==> config.mk <==
export PLATFORM = sky130hd
export DESIGN_NAME = i2c_master_byte_engine
export DESIGN_NICKNAME = d
export VERILOG_FILES = /design/src/rtl/core/i2cm_pkg.sv /design/src/rtl/core/i2cm_step.sv /design/src/rtl/core/i2cm_out_stage.sv /design/src/rtl/core/i2c_master_byte_engine.sv
export SDC_FILE = /design/constraint.sdc
export NUM_CORES = 1
export LEC_CHECK = 0
export ABC_CLOCK_PERIOD_IN_PS = 8300
export BUFFER_PORTS_ARGS = -buffer_cell sky130_fd_sc_hd__clkbuf_2
export CAP_MARGIN = 10
export CORE_ASPECT_RATIO = 0.8
export CORE_MARGIN = 2
export CORE_UTILIZATION = 47
export DETAILED_ROUTE_END_ITERATION = 12
export PLACE_DENSITY = 0.68
export SLEW_MARGIN = 20
export SYNTH_ARGS = -nofsm -noshare
export SYNTH_HDL_FRONTEND = slang
export SYNTH_SLANG_ARGS = --single-unit
==> constraint.sdc <==
create_clock -name clk -period 8.3 [get_ports clk]
set_input_delay 1.66 -clock clk [delete_from_list [all_inputs] [get_ports clk]]
set_output_delay 1.66 -clock clk [all_outputs]
set_load 0.02 [all_outputs]
==> src/rtl/core/i2cm_pkg.sv <==
// shared types, command codes and a helper function for the i2c master byte engine
`timescale 1ns / 1ps

package i2cm_pkg;

    localparam logic [2:0] CMD_IDLE    = 3'd0;
    localparam logic [2:0] CMD_START   = 3'd1;
    localparam logic [2:0] CMD_STOP    = 3'd2;
    localparam logic [2:0] CMD_WRITE   = 3'd3;
    localparam logic [2:0] CMD_READ    = 3'd4;
    localparam logic [2:0] CMD_RECOVER = 3'd5;

    localparam logic [3:0] RECOVER_PULSES = 4'd9;
    localparam logic [4:0] PHASE_LAST     = 5'd31;

    typedef struct packed {
        logic [2:0] cmd;
        logic [4:0] phase;
        logic [3:0] bit_cnt;
        logic [7:0] shift;
        logic       ack_to_send;
        logic       ack_seen;
        logic [3:0] pulse_cnt;
        logic       scl;
        logic       sda;
        logic       free_flag;
        logic [7:0] rx_hold;
    } i2cm_state_t;

    // idle, both lines released, everything else cleared
    localparam i2cm_state_t STATE_RESET = {CMD_IDLE, 5'd0, 4'd0, 8'd0, 1'b0, 1'b0, 4'd0,
                                           1'b1, 1'b1, 1'b0, 8'd0};

    typedef struct packed {
        logic       scl;
        logic       sda;
        logic       busy;
        logic       done;
        logic [7:0] rx_byte;
        logic       acked;
        logic       bus_free;
    } i2cm_result_t;

    // phase modulo 3 for phases below 24, via reciprocal multiply
    function automatic logic [1:0] mod3_phase(input logic [4:0] p);
        logic [8:0] prod;
        logic [3:0] quo;
        logic [5:0] three_q;
        logic [5:0] rem;
        begin
            prod    = {4'd0, p} * 9'd11;
            quo     = prod[8:5];
            three_q = {2'd0, quo} + {1'b0, quo, 1'b0};
            rem     = {1'b0, p} - three_q;
            mod3_phase = rem[1:0];
        end
    endfunction

endpackage

==> src/rtl/core/i2cm_step.sv <==
// next-state and result logic for one bus tick
`timescale 1ns / 1ps

module i2cm_step
    import i2cm_pkg::*;
(
    input  i2cm_state_t  st,
    input  logic [2:0]   op,
    input  logic [7:0]   tx_byte,
    input  logic         send_ack,
    input  logic         sda_in,
    output i2cm_state_t  st_next,
    output i2cm_result_t res
);

    always_comb
    begin
        i2cm_state_t n;
        logic [4:0]  p;
        logic        busy;
        logic        done;
        n    = st;
        busy = 1'b0;
        done = 1'b0;

        if (st.cmd == CMD_IDLE && op >= CMD_START && op <= CMD_RECOVER)
        begin
            n.cmd     = op;
            n.phase   = 5'd0;
            n.bit_cnt = 4'd0;
            if (op == CMD_WRITE)
            begin
                n.shift = tx_byte;
            end
            if (op == CMD_READ)
            begin
                n.ack_to_send = send_ack;
            end
        end

        p = n.phase;
        if (n.cmd != CMD_IDLE)
        begin
            busy = 1'b1;
            unique case (n.cmd)
                CMD_START:
                begin
                    if (p == 5'd0)      n.sda = 1'b1;
                    else if (p == 5'd1) n.scl = 1'b1;
                    else if (p == 5'd2) n.sda = 1'b0;
                    else
                    begin
                        n.scl = 1'b0;
                        done  = 1'b1;
                    end
                end
                CMD_STOP:
                begin
                    if (p == 5'd0)      n.sda = 1'b0;
                    else if (p == 5'd1) n.scl = 1'b1;
                    else
                    begin
                        n.sda = 1'b1;
                        done  = 1'b1;
                    end
                end
                CMD_WRITE:
                begin
                    if (p < 5'd24)
                    begin
                        case (mod3_phase(p))
                            2'd0:    n.sda = n.shift[7];
                            2'd1:    n.scl = 1'b1;
                            default:
                            begin
                                n.scl     = 1'b0;
                                n.shift   = {n.shift[6:0], 1'b0};
                                n.bit_cnt = n.bit_cnt + 4'd1;
                            end
                        endcase
                    end
                    else if (p == 5'd24) n.sda = 1'b1;
                    else if (p == 5'd25) n.scl = 1'b1;
                    else
                    begin
                        n.ack_seen = ~sda_in;
                        n.scl      = 1'b0;
                        done       = 1'b1;
                    end
                end
                CMD_READ:
                begin
                    if (p == 5'd0)
                    begin
                        n.sda     = 1'b1;
                        n.shift   = 8'd0;
                        n.bit_cnt = 4'd0;
                    end
                    else if (p <= 5'd16)
                    begin
                        if (p[0])
                        begin
                            n.scl = 1'b1;
                        end
                        else
                        begin
                            n.shift   = {n.shift[6:0], sda_in};
                            n.bit_cnt = n.bit_cnt + 4'd1;
                            n.scl     = 1'b0;
                        end
                    end
                    else if (p == 5'd17) n.sda = ~n.ack_to_send;
                    else if (p == 5'd18) n.scl = 1'b1;
                    else if (p == 5'd19) n.scl = 1'b0;
                    else
                    begin
                        n.sda     = 1'b1;
                        n.rx_hold = n.shift;
                        done      = 1'b1;
                    end
                end
                CMD_RECOVER:
                begin
                    if (p == 5'd0)
                    begin
                        n.sda       = 1'b1;
                        n.pulse_cnt = 4'd0;
                    end
                    else if (p == 5'd1)
                    begin
                        if (!sda_in && n.pulse_cnt < RECOVER_PULSES)
                        begin
                            n.scl = 1'b0;
                        end
                        else
                        begin
                            n.sda = 1'b0;
                            p     = 5'd2;
                        end
                    end
                    else if (p == 5'd2)
                    begin
                        n.scl       = 1'b1;
                        n.pulse_cnt = n.pulse_cnt + 4'd1;
                        p           = 5'd0;
                    end
                    else if (p == 5'd3) n.scl = 1'b1;
                    else if (p == 5'd4) n.sda = 1'b1;
                    else
                    begin
                        n.free_flag = sda_in;
                        done        = 1'b1;
                    end
                end
                default:
                begin
                    done = 1'b1;
                end
            endcase
            if (!done && p >= PHASE_LAST)
            begin
                done = 1'b1;
            end
            if (done)
            begin
                n.cmd   = CMD_IDLE;
                n.phase = 5'd0;
            end
            else
            begin
                n.phase = p + 5'd1;
            end
        end

        st_next      = n;
        res.scl      = n.scl;
        res.sda      = n.sda;
        res.busy     = busy;
        res.done     = done;
        res.rx_byte  = n.rx_hold;
        res.acked    = n.ack_seen;
        res.bus_free = n.free_flag;
    end

endmodule

==> src/rtl/core/i2cm_out_stage.sv <==
// result register between the tick logic and the output stream
`timescale 1ns / 1ps

module i2cm_out_stage
    import i2cm_pkg::*;
(
    input  logic         clk,
    input  logic         rst_n,
    input  logic         load,
    input  i2cm_result_t res_in,
    output logic         ready,
    output logic         valid,
    input  logic         take,
    output i2cm_result_t res_out
);

    logic         valid_reg;
    logic         valid_next;
    i2cm_result_t res_reg;

    assign ready      = !valid_reg || take;
    assign valid_next = load ? 1'b1 : (take ? 1'b0 : valid_reg);

    always_ff @(posedge clk or negedge rst_n)
    begin
        if (!rst_n)
        begin
            valid_reg <= 1'b0;
        end
        else
        begin
            valid_reg <= valid_next;
        end
    end

    always_ff @(posedge clk)
    begin
        if (load)
        begin
            res_reg <= res_in;
        end
    end

    assign valid   = valid_reg;
    assign res_out = res_reg;

endmodule

==> src/rtl/core/i2c_master_byte_engine.sv <==
// top level of the i2c master byte engine: tick state register and stream ports
//
// channel   dir  tdata                                             tuser  tlast
// s_axis    in   tx_byte, send_ack, sda_in                         op     -
// m_axis    out  scl_out, sda_out, busy_res, rx_byte, acked, free  -      done_res
//
// one tick per cycle unless the output stalls, one result per tick, registered result
// the tick state register and the result register update on every input transfer
// reset releases both lines and leaves the engine idle
// a stalled output holds its result and blocks input transfers only while full
`timescale 1ns / 1ps

module i2c_master_byte_engine
    import i2cm_pkg::*;
(
    input  logic        clk,
    input  logic        rst_n,
    input  logic        s_axis_tvalid,
    output logic        s_axis_tready,
    input  logic [15:0] s_axis_tdata,   // tx_byte[7:0], send_ack[8], sda_in[9], zero fill
    input  logic [2:0]  s_axis_tuser,   // op[2:0]
    output logic        m_axis_tvalid,
    input  logic        m_axis_tready,
    output logic [15:0] m_axis_tdata,   // scl_out[0], sda_out[1], busy_res[2], rx_byte[10:3],
                                        // acked[11], bus_free[12], zero fill
    output logic        m_axis_tlast    // done_res
);

    i2cm_state_t  state_reg;
    i2cm_state_t  state_next;
    i2cm_result_t res_comb;
    i2cm_result_t res_q;
    logic         s_accept;

    assign s_accept = s_axis_tvalid && s_axis_tready;

    i2cm_step u_step (
        .st       (state_reg),
        .op       (s_axis_tuser),
        .tx_byte  (s_axis_tdata[7:0]),
        .send_ack (s_axis_tdata[8]),
        .sda_in   (s_axis_tdata[9]),
        .st_next  (state_next),
        .res      (res_comb)
    );

    always_ff @(posedge clk or negedge rst_n)
    begin
        if (!rst_n)
        begin
            state_reg <= STATE_RESET;
        end
        else if (s_accept)
        begin
            state_reg <= state_next;
        end
    end

    i2cm_out_stage u_out (
        .clk     (clk),
        .rst_n   (rst_n),
        .load    (s_accept),
        .res_in  (res_comb),
        .ready   (s_axis_tready),
        .valid   (m_axis_tvalid),
        .take    (m_axis_tready),
        .res_out (res_q)
    );

    assign m_axis_tdata = {3'd0, res_q.bus_free, res_q.acked, res_q.rx_byte,
                           res_q.busy, res_q.sda, res_q.scl};
    assign m_axis_tlast = res_q.done;

`ifndef SYNTHESIS
    a_done_busy : assert property (@(posedge clk) disable iff (!rst_n)
        m_axis_tvalid && m_axis_tlast |-> m_axis_tdata[2])
        else $error("done without busy");

    a_idle_phase : assert property (@(posedge clk) disable iff (!rst_n)
        state_reg.cmd == CMD_IDLE |-> state_reg.phase == 5'd0)
        else $error("idle with nonzero phase");

    a_cmd_busy : assert property (@(posedge clk) disable iff (!rst_n)
        s_accept && state_reg.cmd == CMD_IDLE &&
        (s_axis_tuser == CMD_START || s_axis_tuser == CMD_STOP ||
         s_axis_tuser == CMD_WRITE || s_axis_tuser == CMD_READ ||
         s_axis_tuser == CMD_RECOVER)
        |=> m_axis_tvalid && m_axis_tdata[2])
        else $error("command not started");
`endif

endmodule

* Word level (Yosys, flattened, before mapping)
Cells that the tools add are included.
Operators by class: add/sub/neg operators 5, $mul 1, magnitude comparators 6, eq/ne operators 18, muxes and demuxes 100, bitwise logic cells 2, reduce and logical (&&, ||, !) cells 17
Operator list (number):
- 1-bit two-way mux | 65
- 12-bit two-way mux | 5
- 8-bit two-way mux | 7
- 5-bit two-way mux | 7
- 5-bit equality test, second input constant | 5
- 12-bit case mux with 2 select lines | 1
- 21-bit two-way mux | 1
- 20-bit two-way mux | 1
- 16-bit two-way mux | 1
- 4-bit two-way mux | 4
- 5-bit by 2-bit equality test with 1-bit output, second input constant | 2
- 2-bit case mux with 5 select lines | 1
- 3-bit by 2-bit equality test with 1-bit output, second input constant | 3
- 3-bit equality test, second input constant | 3
- 4-bit by 1-bit adder with 4-bit output, second input constant | 2
- 2-bit two-way mux | 4
- 5-bit by 4-bit multiplier with 7-bit output, second input constant | 1
- 5-bit by 1-bit adder with 5-bit output, second input constant | 1
- 5-bit by 1-bit equality test with 1-bit output, second input constant | 1
- 5-bit by 3-bit equality test with 1-bit output, second input constant | 1
- 5-bit >= comparator, second input constant | 1
- 5-bit less-or-equal comparator, second input constant | 1
- 1-bit logical AND | 5
- 5-bit zero test | 1
- other kinds (21) | 25
Storage, ports and cells: flip-flop bits (word level) 52, input bits 23, output and inout port bits 19, logic and storage cells 168

* Depth between registers and ports, before layout
Gate-level depths: netlist of run 1.
word-level depth 18, gate-level depth with buffers 19, depth with buffers taken out 16

* Modules after synthesis
A second synthesis of run 1 with hierarchy kept.
Unflattened totals: cell total of the unflattened synthesis 415, area, all modules 3961.3 um^2
Modules (own cells, without submodules):
- i2cm_step | instances 1, cells each 314, area an instance 2004.4 um^2, sequential area each 0.0 um^2
- i2c_master_byte_engine | instances 1, cells each 84, area an instance 1488.9 um^2, sequential area each 928.4 um^2
- i2cm_out_stage | instances 1, cells each 17, area an instance 467.9 um^2, sequential area each 445.4 um^2

* Worst setup path after synthesis of run 1
No wires, ideal clock.
kind input-to-reg, start input port s_axis_tuser[2], end register u_out.res_reg (netlist bit u_out.res_out[12]), data pin, library setup time 0.257 ns, data arrival time 5.411 ns, data required time 8.043 ns, path slack 2.632 ns, cell stages on the path 17, path buffers 3, path through clkbuf_1 nor3_1 or3_4 buf_2 clkbuf_1 and2_1 ha_1 ha_1 ha_1 or3b_2 a21o_1 o211a_1 nand3_1 mux2i_1 or4_1 nand4b_1 a21oi_1
RTL lines:
- start, declared | line i2c_master_byte_engine.sv:21 | input logic [2:0] s_axis_tuser,
- end signal, assigned | line i2cm_out_stage.sv:40 | res_reg <= res_in;
- end, declared | line i2cm_out_stage.sv:19 | i2cm_result_t res_reg;

* Worst setup path after layout of run 1
start input port s_axis_tuser[2], end register state_reg[20] (netlist bit)
On the way: longest elaborated chain between the ends 13, elaborated cells on any way between the ends 26, classes of those cells 2 x add/sub; 1 x mul; 4 x order compare; 4 x eq/ne; 9 x mux; 6 x reduce/logical
RTL lines:
- 3-bit by 1-bit >= comparator with 1-bit output | line i2cm_step.sv:26 | if (st.cmd == CMD_IDLE && op >= CMD_START && op <= CMD_RECOVER)
- 1-bit logical AND (2 in series) | line i2cm_step.sv:26
- 21-bit two-way mux * | line i2cm_step.sv:26
- 5-bit by 4-bit multiplier with 7-bit output | line i2cm_pkg.sv:51 | prod = {4'd0, p} * 9'd11;
- 2-bit adder | line i2cm_pkg.sv:53 | three_q = {2'd0, quo} + {1'b0, quo, 1'b0};
- 2-bit subtractor | line i2cm_pkg.sv:54 | rem = {1'b0, p} - three_q;
- 2-bit by 1-bit equality test with 1-bit output / 2-bit zero test (equally long branches) | line i2cm_step.sv:71 | case (mod3_phase(p))
- 2-bit OR reduction (no line)
- 12-bit two-way mux | line i2cm_step.sv:71
- 12-bit two-way mux | line i2cm_step.sv:69 | if (p < 5'd24)
- 12-bit case mux with 2 select lines | line i2cm_step.sv:45 | unique case (n.cmd)
- 20-bit two-way mux * | line i2cm_step.sv:42 | if (n.cmd != CMD_IDLE)
- end signal, assigned | line i2c_master_byte_engine.sv:55 | state_reg <= state_next;
- end, declared | line i2c_master_byte_engine.sv:29 | i2cm_state_t state_reg;
Every way passes the cells marked *; elsewhere a longest branch is shown, timed or not. A chain may end at the register's enable or synchronous reset.

==> flow_summary.yaml, run 1 <==
outcome:
  status: "finished clean"
timing:
  fin_crit_sh: 0.757
  setup_violations: 0
  slew_headroom: 0.376
  drv_slew: 0
  max_freq_ghz: 0.159
  fin_ws_ns: 2.02
  skew_ns: 0.00970
  rsz0062_at_grt: "no"
  worst_pin_slew_ns: 0.934
  timing.final.hold_violations: 0
  final.min_clock_period_ns: 6.28
  tns_ns: 0
die:
  ioPinCount: 42
  die_h_um: 80.7
  floorplan.initialDensity: 0.494
  die-area_um2: 8050
  die_w_um: 99.8
  coreArea_um2: 6990
  core.rowCount: 27
placement:
  globalplace.congestion: 0.885
  dp_hpwl_um: 5890
  placed_area_um2: 3620
  pre_cts_slack_ns: 1.81
  io_buffer_count: 32
clock_tree:
  clk_pin_slew_ns: 0.09
  clockBufferDepth: 2
  clockRootBuffer: "clkbuf_8"
  h-tree-depth: 2
  cts_hold_buf: 0
  cts_resized: 0
  numCtsBuffers: 5
  cts_sinks: 48
  cts_setup_buffers: 0
  cts_tree: "yes"
  clk_latency_ns: 0.30
detailed_routing:
  wl_per_cell_um: 16.6
  drtPass1Iterations: 5
  ant_nets: 0
  drc: 0
  drt_iter0_markers: 298
  num_vias: 2982
  wl_um: 8160
  via_per_inst: 6.07
synthesis:
  synth_edf_count: 14
  ys_seq_elements: 48
  netlist_top_cells_count: "40 x nor2_1, 37 x nand2_1, 32 x dfrtp_1, 27 x a21oi_1, 25 x o21ai_0"
  synth_cell_type_count: 70
  yosysTopAreaCellShare: 0.232
  yosys.area.top_type: "dfrtp_1"
  synth_cells: 388
  yosys_warnings: 0
  syn_area_um2: 3450
  avgSynthCellArea_um2: 8.90
  yosys_most_used_dff: "dfrtp_1"
  yosysMostFrequentCell: "nor2_1"
  ys_seq_area_frac: 0.369
  async_flop_share: 0.708
  yosys-top-cells-area: "dfrtp_1 23%, edfxtp_1 12%, mux2_2 6.2%"
grt:
  antenna_found_initial: 0
  grt_usage: 0.211
  first_global_vias: 2708
  grt_max_degree: 42
  overflow: 0
  grt_pass1_wl_um: 13600
setup_path:
  slowest_stage: "xor2_1"
  required_ns: 8.53
  start_kind: "input pin"
  arrival_ns: 6.51
  slowest_delay_ns: 0.76
  critPathCaptureType: "flip-flop"
  critPathMaxFanout: 21
  crit_chain: "clkbuf_2 -> nor3_1 -> or3_4 -> nand2_1 -> inv_1 -> ha_1 -> fa_1 -> ha_1 -> or3b_2 -> o211ai_1 -> a21oi_1 -> a211oi_1 -> nor2_1 -> xor2_1 -> nor2_1 -> a311o_1 -> a21oi_1"
  critical_path_class: "in -> reg"
layout:
  largest_reg_flops: 33
  diodes: 0
  nets: 439
  fill_cells: 641
  drive_gt1_frac: 0.188
  area_delta_synth_final_pct: 7.79
  ff_latch_area_um2: 1270
  multiInputGateArea_um2: 2030
  fin_area_um2: 3720
power_and_ir_drop:
  p_per_area_nw_per_um2: 353
  p_leak_nw: 1.61
  vdd_drop_max_uv: 157
flow_run:
  maxCapViolations: 0
worst_hold_path:
  hp-class: "reg -> reg"
layout by cell type (no fill, tap or decap), types with 3 or more instances in the layout:
| cell | Yosys | layout |
|---|---|---|
| inv_1 | 7 | 7 |
| o21ai_0 | 25 | 25 |
| conb_1 | 1 | 3 |
| xor2_1 | 3 | 3 |
| ha_1 | 12 | 12 |
| nand2_1 | 37 | 37 |
| xnor2_1 | 3 | 3 |
| edfxtp_1 | 14 | 14 |
| o211ai_1 | 5 | 5 |
| and2_1 | 9 | 9 |
| o21a_1 | 4 | 4 |
| and3_1 | 7 | 7 |
| clkbuf_8 | 0 | 6 |
| o22ai_1 | 5 | 5 |
| a21oi_1 | 27 | 27 |
| mux2i_1 | 10 | 10 |
| nor3_1 | 9 | 9 |
| nand2b_1 | 6 | 6 |
| nand3_1 | 12 | 12 |
| nand4_1 | 3 | 3 |
| clkbuf_2 | 0 | 32 |
| a211oi_1 | 6 | 6 |
| dfrtp_1 | 32 | 32 |
| a221oi_1 | 5 | 5 |
| mux2_2 | 19 | 19 |
| nor2b_1 | 5 | 5 |
| nor2_1 | 40 | 40 |
| nor3b_1 | 4 | 4 |
| a31oi_1 | 3 | 3 |
| buf_4 | 4 | 3 |
final timing paths:
kind                       slack, ns       startpoint  depth (start not counted)       endpoint
max                             2.02  s_axis_tuser[2]                         17  state_reg[20]
min                             0.49     state_reg[8]                          2   state_reg[8]
max reg2reg                     2.89    state_reg[35]                         16  state_reg[20]
min reg2reg                     0.49     state_reg[8]                          2   state_reg[8]
max in group asynchronous       6.30            rst_n                          1  state_reg[15]
min in group asynchronous       1.45            rst_n                          1  state_reg[31]
critical path, delay by kind of cell:
family | cells | cell delay (ns)
adder cells (fa/ha/maj) | 3 | 1.11
AND/OR/NAND/NOR | 6 | 1.72
XOR/XNOR | 1 | 0.76
buffers and inverters | 2 | 0.33
AO/OA/AOI/OAI | 5 | 0.94
final cells by class:
type                            instances  area share
Sequential cell                        48       0.342
Timing Repair Buffer                   35      0.0491
Inverter                                7     0.00706
Clock inverter                          2     0.00370
Multi-Input combinational cell        306       0.546
Clock buffer                            6      0.0222
Tap cell                               87      0.0293
logic make-up after synthesis:
group           count (synthesis)  share of synthesized area
xor+xnor                        8                     0.0265
other cells                     1                    0.00109
simple gates                  147                      0.215
mux                            30                     0.0942
buf+inv                        36                     0.0460
compound gates                105                      0.199
fa+ha+maj                      13                     0.0493
flops                          48                      0.369
per-stage QoR:
stage / power [mW] / cells / utilization / hold WS (ns)
after floorplan: 0.996 / 390 / - / 0.442
after global placement: 1.13 / 483 / 0.518 / 0.463
after detailed placement: 1.15 / 483 / 0.518 / 0.473
after CTS: 1.31 / 491 / 0.532 / 0.496
after global routing: 1.43 / 491 / 0.532 / 0.516
final: 1.31 / 491 / 0.532 / 0.488
layer usage:
| layer | track usage | routed length (um) | vias to the layer above |
|---|---|---|---|
| met2 | 0.295 | 3420 | 117 |
| met5 | 0 | 0 | - |
| met1 | 0.338 | 4140 | 1418 |
| met4 | 0.0370 | 50 | 0 |
| li1 | - | - | 1441 |
| met3 | 0.0357 | 545 | 6 |
power breakdown:
group / switching [mW] / leakage, nW / internal, mW
combinational: 0.453 / 1.00 / 0.311
clock: 0.0801 / 0.0477 / 0.0678
sequential: 0.0886 / 0.564 / 0.312
total: 0.621 / 1.61 / 0.691
No activity file was read; power rests on OpenSTA's default activity.
==> run 2, diff against run 1 <==
- ABC_CLOCK_PERIOD_IN_PS: 8300 -> 5900
- clock period: 8.3 -> 5.9 ns (I/O delays scaled with it)
==> flow_summary.yaml, run 2 (synthesized netlist as in run 1, its figures left out) <==
placement:
  dp_hpwl_um: 6090
  globalplace.congestion: 0.911
  io_buffer_count: 32
clock_tree:
  clk_pin_slew_ns: 0.09
  cts_sinks: 48
  clockBufferDepth: 2
  clk_latency_ns: 0.30
  h-tree-depth: 2
  cts_hold_buf: 0
  numCtsBuffers: 5
  cts_setup_buffers: 0
  cts_tree: "yes"
  cts_resized: 0
  clockRootBuffer: "clkbuf_8"
layout:
  largest_reg_flops: 33
  diodes: 0
  drive_gt1_frac: 0.192
  area_delta_synth_final_pct: 8.66
  layout_common_cells: "40 x nor2_1, 37 x nand2_1, 32 x clkbuf_2, 32 x dfrtp_1, 27 x a21oi_1"
  layout_commonest_cell: "nor2_1"
  nets: 441
grt:
  antenna_found_initial: 0
  first_global_vias: 2793
  grt_usage: 0.215
  overflow: 0
  grt_max_degree: 35
  grt_pass1_wl_um: 13700
detailed_routing:
  wl_per_cell_um: 16.9
  drt_iter0_markers: 261
  drtPass1Iterations: 5
  ant_nets: 0
  via_per_inst: 6.11
  num_vias: 3011
  drc: 0
  wl_um: 8310
timing:
  skew_ns: 0.00846
  drv_slew: 0
  tns_ns: 0
  setup_violations: 0
  final.min_clock_period_ns: 5.34
  worst_pin_slew_ns: 0.854
  fin_crit_sh: 0.905
  rsz0062_at_grt: "no"
  slew_headroom: 0.422
  hold_ws_ns: 0.490
  max_freq_ghz: 0.187
  timing.final.hold_violations: 0
setup_path:
  rrSetupSlack_ns: 0.95
  reg2regPathDepth: 17
  critical_path_class: "in -> reg"
  critPathCaptureType: "flip-flop"
  required_ns: 6.15
  setup.worst_path.start: "s_axis_tuser[2]"
  arrival_ns: 5.59
  start_kind: "input pin"
  critPathMaxFanout: 15
  cp-endpoint: "state_reg[10]"
  r2r-start: "state_reg[35]"
  r2r_end: "state_reg[10]"
worst_hold_path:
  hp-class: "reg -> reg"
flow_run:
  maxCapViolations: 0
die:
  die_h_um: 80.7
  ioPinCount: 42
  floorplan.initialDensity: 0.494
  core.rowCount: 27
  die_w_um: 99.8
  coreArea_um2: 6990
  die-area_um2: 8050
outcome:
  status: "finished clean"
power_and_ir_drop:
  p_per_area_nw_per_um2: 507
  power_mw: 1.90
  p_leak_nw: 1.63
  vdd_drop_max_uv: 192
## run 2: cell count changes in the layout (fill, tap and decap cells not counted)
cell,previous run,this run
buf_4,3,5
bufinv_16,0,1
clkbuf_8,6,5
clkinv_2,0,1
inv_4,1,0
## run 2: per-stage QoR
stage / std cells / utilization / area, um2 / setup WS, ns
3_3_place_gp: 485 / 0.520 / 3640 / 0.421
5_1_grt: 493 / 0.536 / 3750 / 0.262
2_1_floorplan: 390 / - / 3460 / 0.712
4_1_cts: 493 / 0.536 / 3750 / 0.637
3_5_place_dp: 485 / 0.520 / 3640 / 0.323
6_report: 493 / 0.536 / 3750 / 0.560
## run 2: routing by layer
layer	wire length, um	up-vias	part of all wire	GRT usage
li1	-	1441	-	-
met1	4190	1441	0.50	0.325
met2	3550	122	0.43	0.327
met3	514	7	0.062	0.0339
met4	51	0	0.0061	0.0425
met5	0	-	0	0
## run 2: power by group
group / internal (mW) / total, mW / switching (mW)
clock: 0.125 / 0.237 / 0.112
sequential: 0.439 / 0.567 / 0.128
combinational: 0.453 / 1.10 / 0.644
## run 2: how the worst min path moves through the flow
| stage | to | depth (start not counted) | start | slack [ns] |
|---|---|---|---|---|
| 2_1_floorplan | state_reg[7] | 2 | state_reg[7] | 0.44 |
| 3_3_place_gp | state_reg[7] | 2 | state_reg[7] | 0.46 |
| 3_5_place_dp | state_reg[8] | 2 | state_reg[8] | 0.47 |
| 4_1_cts | state_reg[8] | 2 | state_reg[8] | 0.49 |
| 5_1_grt | state_reg[8] | 2 | state_reg[8] | 0.52 |
| 6_report | state_reg[17] | 2 | state_reg[17] | 0.49 |
## run 2: final cells by class
type                    count  area, um2
fillers                   644       3240
repair buffers             37        198
multi-input cells         306       2030
clock buffers               5       68.8
well taps                  87        109
inverters                   7       26.3
clock inverters             3       42.5
flip-flops and latches     48       1270
## run 2: critical path: stages
cell and delay, ns:
clkbuf_2 0.15, nor3_1 0.51, or3_4 0.32, nand2_1 0.13, inv_1 0.17, ha_1 0.27, fa_1 0.48, ha_1 0.37
or3b_2 0.49, o211ai_1 0.12, a21oi_1 0.07, a211oi_1 0.25, nor2_1 0.07, xor2_1 0.16, buf_4 0.19, o31ai_1 0.27
o2bb2ai_1 0.18, mux2_2 0.18
==> run 3, diff against run 2 <==
- CORE_UTILIZATION: 47 -> 35
- PLACE_DENSITY: 0.68 -> 0.53
- SYNTH_HIERARCHICAL: unset -> 1
==> flow_summary.yaml, run 3 <==
synthesis:
  synth_cells: 376
  syn_area_um2: 3610
  yosys_warnings: 6
  avgSynthCellArea_um2: 9.59
timing:
  skew_ns: 0.00378
  max_freq_ghz: 0.185
  slew_headroom: 0.330
  worst_pin_slew_ns: 0.995
  setup_violations: 0
  hold_ws_ns: 0.504
  final.min_clock_period_ns: 5.41
  tns_ns: 0
  timing.final.hold_violations: 0
  fin_crit_sh: 0.917
  rsz0062_at_grt: "no"
  drv_slew: 0
detailed_routing:
  drt_iter0_markers: 235
  wl_per_cell_um: 17.1
  drc: 0
  num_vias: 2949
  wl_um: 9150
  via_per_inst: 5.51
  ant_nets: 0
  drtPass1Iterations: 6
worst_hold_path:
  min_from: "state_reg[8]"
  hp-class: "reg -> reg"
die:
  core.rowCount: 33
  die_h_um: 94.8
  coreArea_um2: 10200
  ioPinCount: 42
  floorplan.initialDensity: 0.355
  die_w_um: 117
  die-area_um2: 11100
clock_tree:
  cts_hold_buf: 0
  numCtsBuffers: 5
  cts_resized: 0
  h-tree-depth: 2
  cts_setup_buffers: 0
  clk_latency_ns: 0.28
  clockBufferDepth: 2
  cts_tree: "yes"
  cts_sinks: 48
  clockRootBuffer: "clkbuf_16"
  clk_pin_slew_ns: 0.06
layout:
  largest_reg_flops: 33
  area_delta_synth_final_pct: 10.5
  diodes: 0
  nets: 430
  layout_common_cells: "32 x clkbuf_2, 32 x dfrtp_1, 28 x nor2_1, 24 x a21oi_1, 23 x nand2_1"
  drive_gt1_frac: 0.261
placement:
  io_buffer_count: 32
  dp_hpwl_um: 6730
  globalplace.congestion: 0.916
setup_path:
  setup.worst_path.start: "s_axis_tuser[2]"
  arrival_ns: 5.58
  critical_path_class: "in -> reg"
  r2r-start: "state_reg[35]"
  cp-endpoint: "state_reg[18]"
  reg2regPathDepth: 14
  rrSetupSlack_ns: 0.72
  critPathCaptureType: "flip-flop"
  start_kind: "input pin"
  required_ns: 6.07
  r2r_end: "state_reg[18]"
  critPathMaxFanout: 8
outcome:
  status: "finished clean"
grt:
  first_global_vias: 2737
  antenna_found_initial: 0
  grt_pass1_wl_um: 14300
  overflow: 0
  grt_usage: 0.163
  grt_max_degree: 35
power_and_ir_drop:
  vdd_drop_max_uv: 214
  p_per_area_nw_per_um2: 437
  p_leak_nw: 1.80
  power_mw: 1.74
flow_run:
  maxCapViolations: 0
[run 3: power breakdown]
| group | leakage [nW] | internal, mW | total, mW | switching [mW] |
|---|---|---|---|---|
| registers | 0.586 | 0.429 | 0.512 | 0.0835 |
| logic | 1.14 | 0.377 | 0.945 | 0.569 |
| clock network | 0.0701 | 0.169 | 0.284 | 0.116 |
[run 3: metal layers]
metal	track usage	up-vias	share of wire
li1	-	1409	-
met1	0.240	1402	0.50
met2	0.239	124	0.41
met3	0.0405	14	0.073
met4	0.0382	0	0.015
met5	0	-	0
[run 3: worst min path at each step]
stage / end / slack [ns] / depth (start not counted)
floorplan: state_reg[8] / 0.47 / 1
global placement: state_reg[8] / 0.48 / 1
detailed placement: state_reg[8] / 0.49 / 1
CTS: state_reg[8] / 0.51 / 1
global route: state_reg[3] / 0.52 / 1
finish: state_reg[8] / 0.50 / 1
[run 3: area by class of cell]
type | instances | area [um2]
Clock buffer | 7 | 143
Multi-Input combinational cell | 276 | 2060
Sequential cell | 48 | 1270
Clock inverter | 1 | 7.51
Timing Repair Buffer | 45 | 258
Tap cell | 140 | 175
Inverter | 18 | 67.6
Fill cell | 1047 | 6170
[run 3: worst max-delay path, stage by stage]
cell,delay [ns]
clkbuf_2,0.13
nor3_1,0.57
o31ai_4,0.16
inv_1,0.12
ha_1,0.25
fa_1,0.46
ha_1,0.37
nand4_1,0.14
a311oi_2,0.30
o31ai_1,0.12
o21ai_0,0.63
nand4_1,0.35
a31oi_4,0.38
o22ai_1,0.12
mux2_4,0.28
[run 3: per-stage QoR]
stage                     cell area, um2  setup WS [ns]  instances   util
after floorplan                     3610          0.703        378      -
after global placement              3830          0.338        527  0.378
after detailed placement            3830          0.231        527  0.378
after CTS                           3990          0.524        535  0.392
after global routing                3990          0.265        535  0.392
final                               3990          0.489        535  0.392
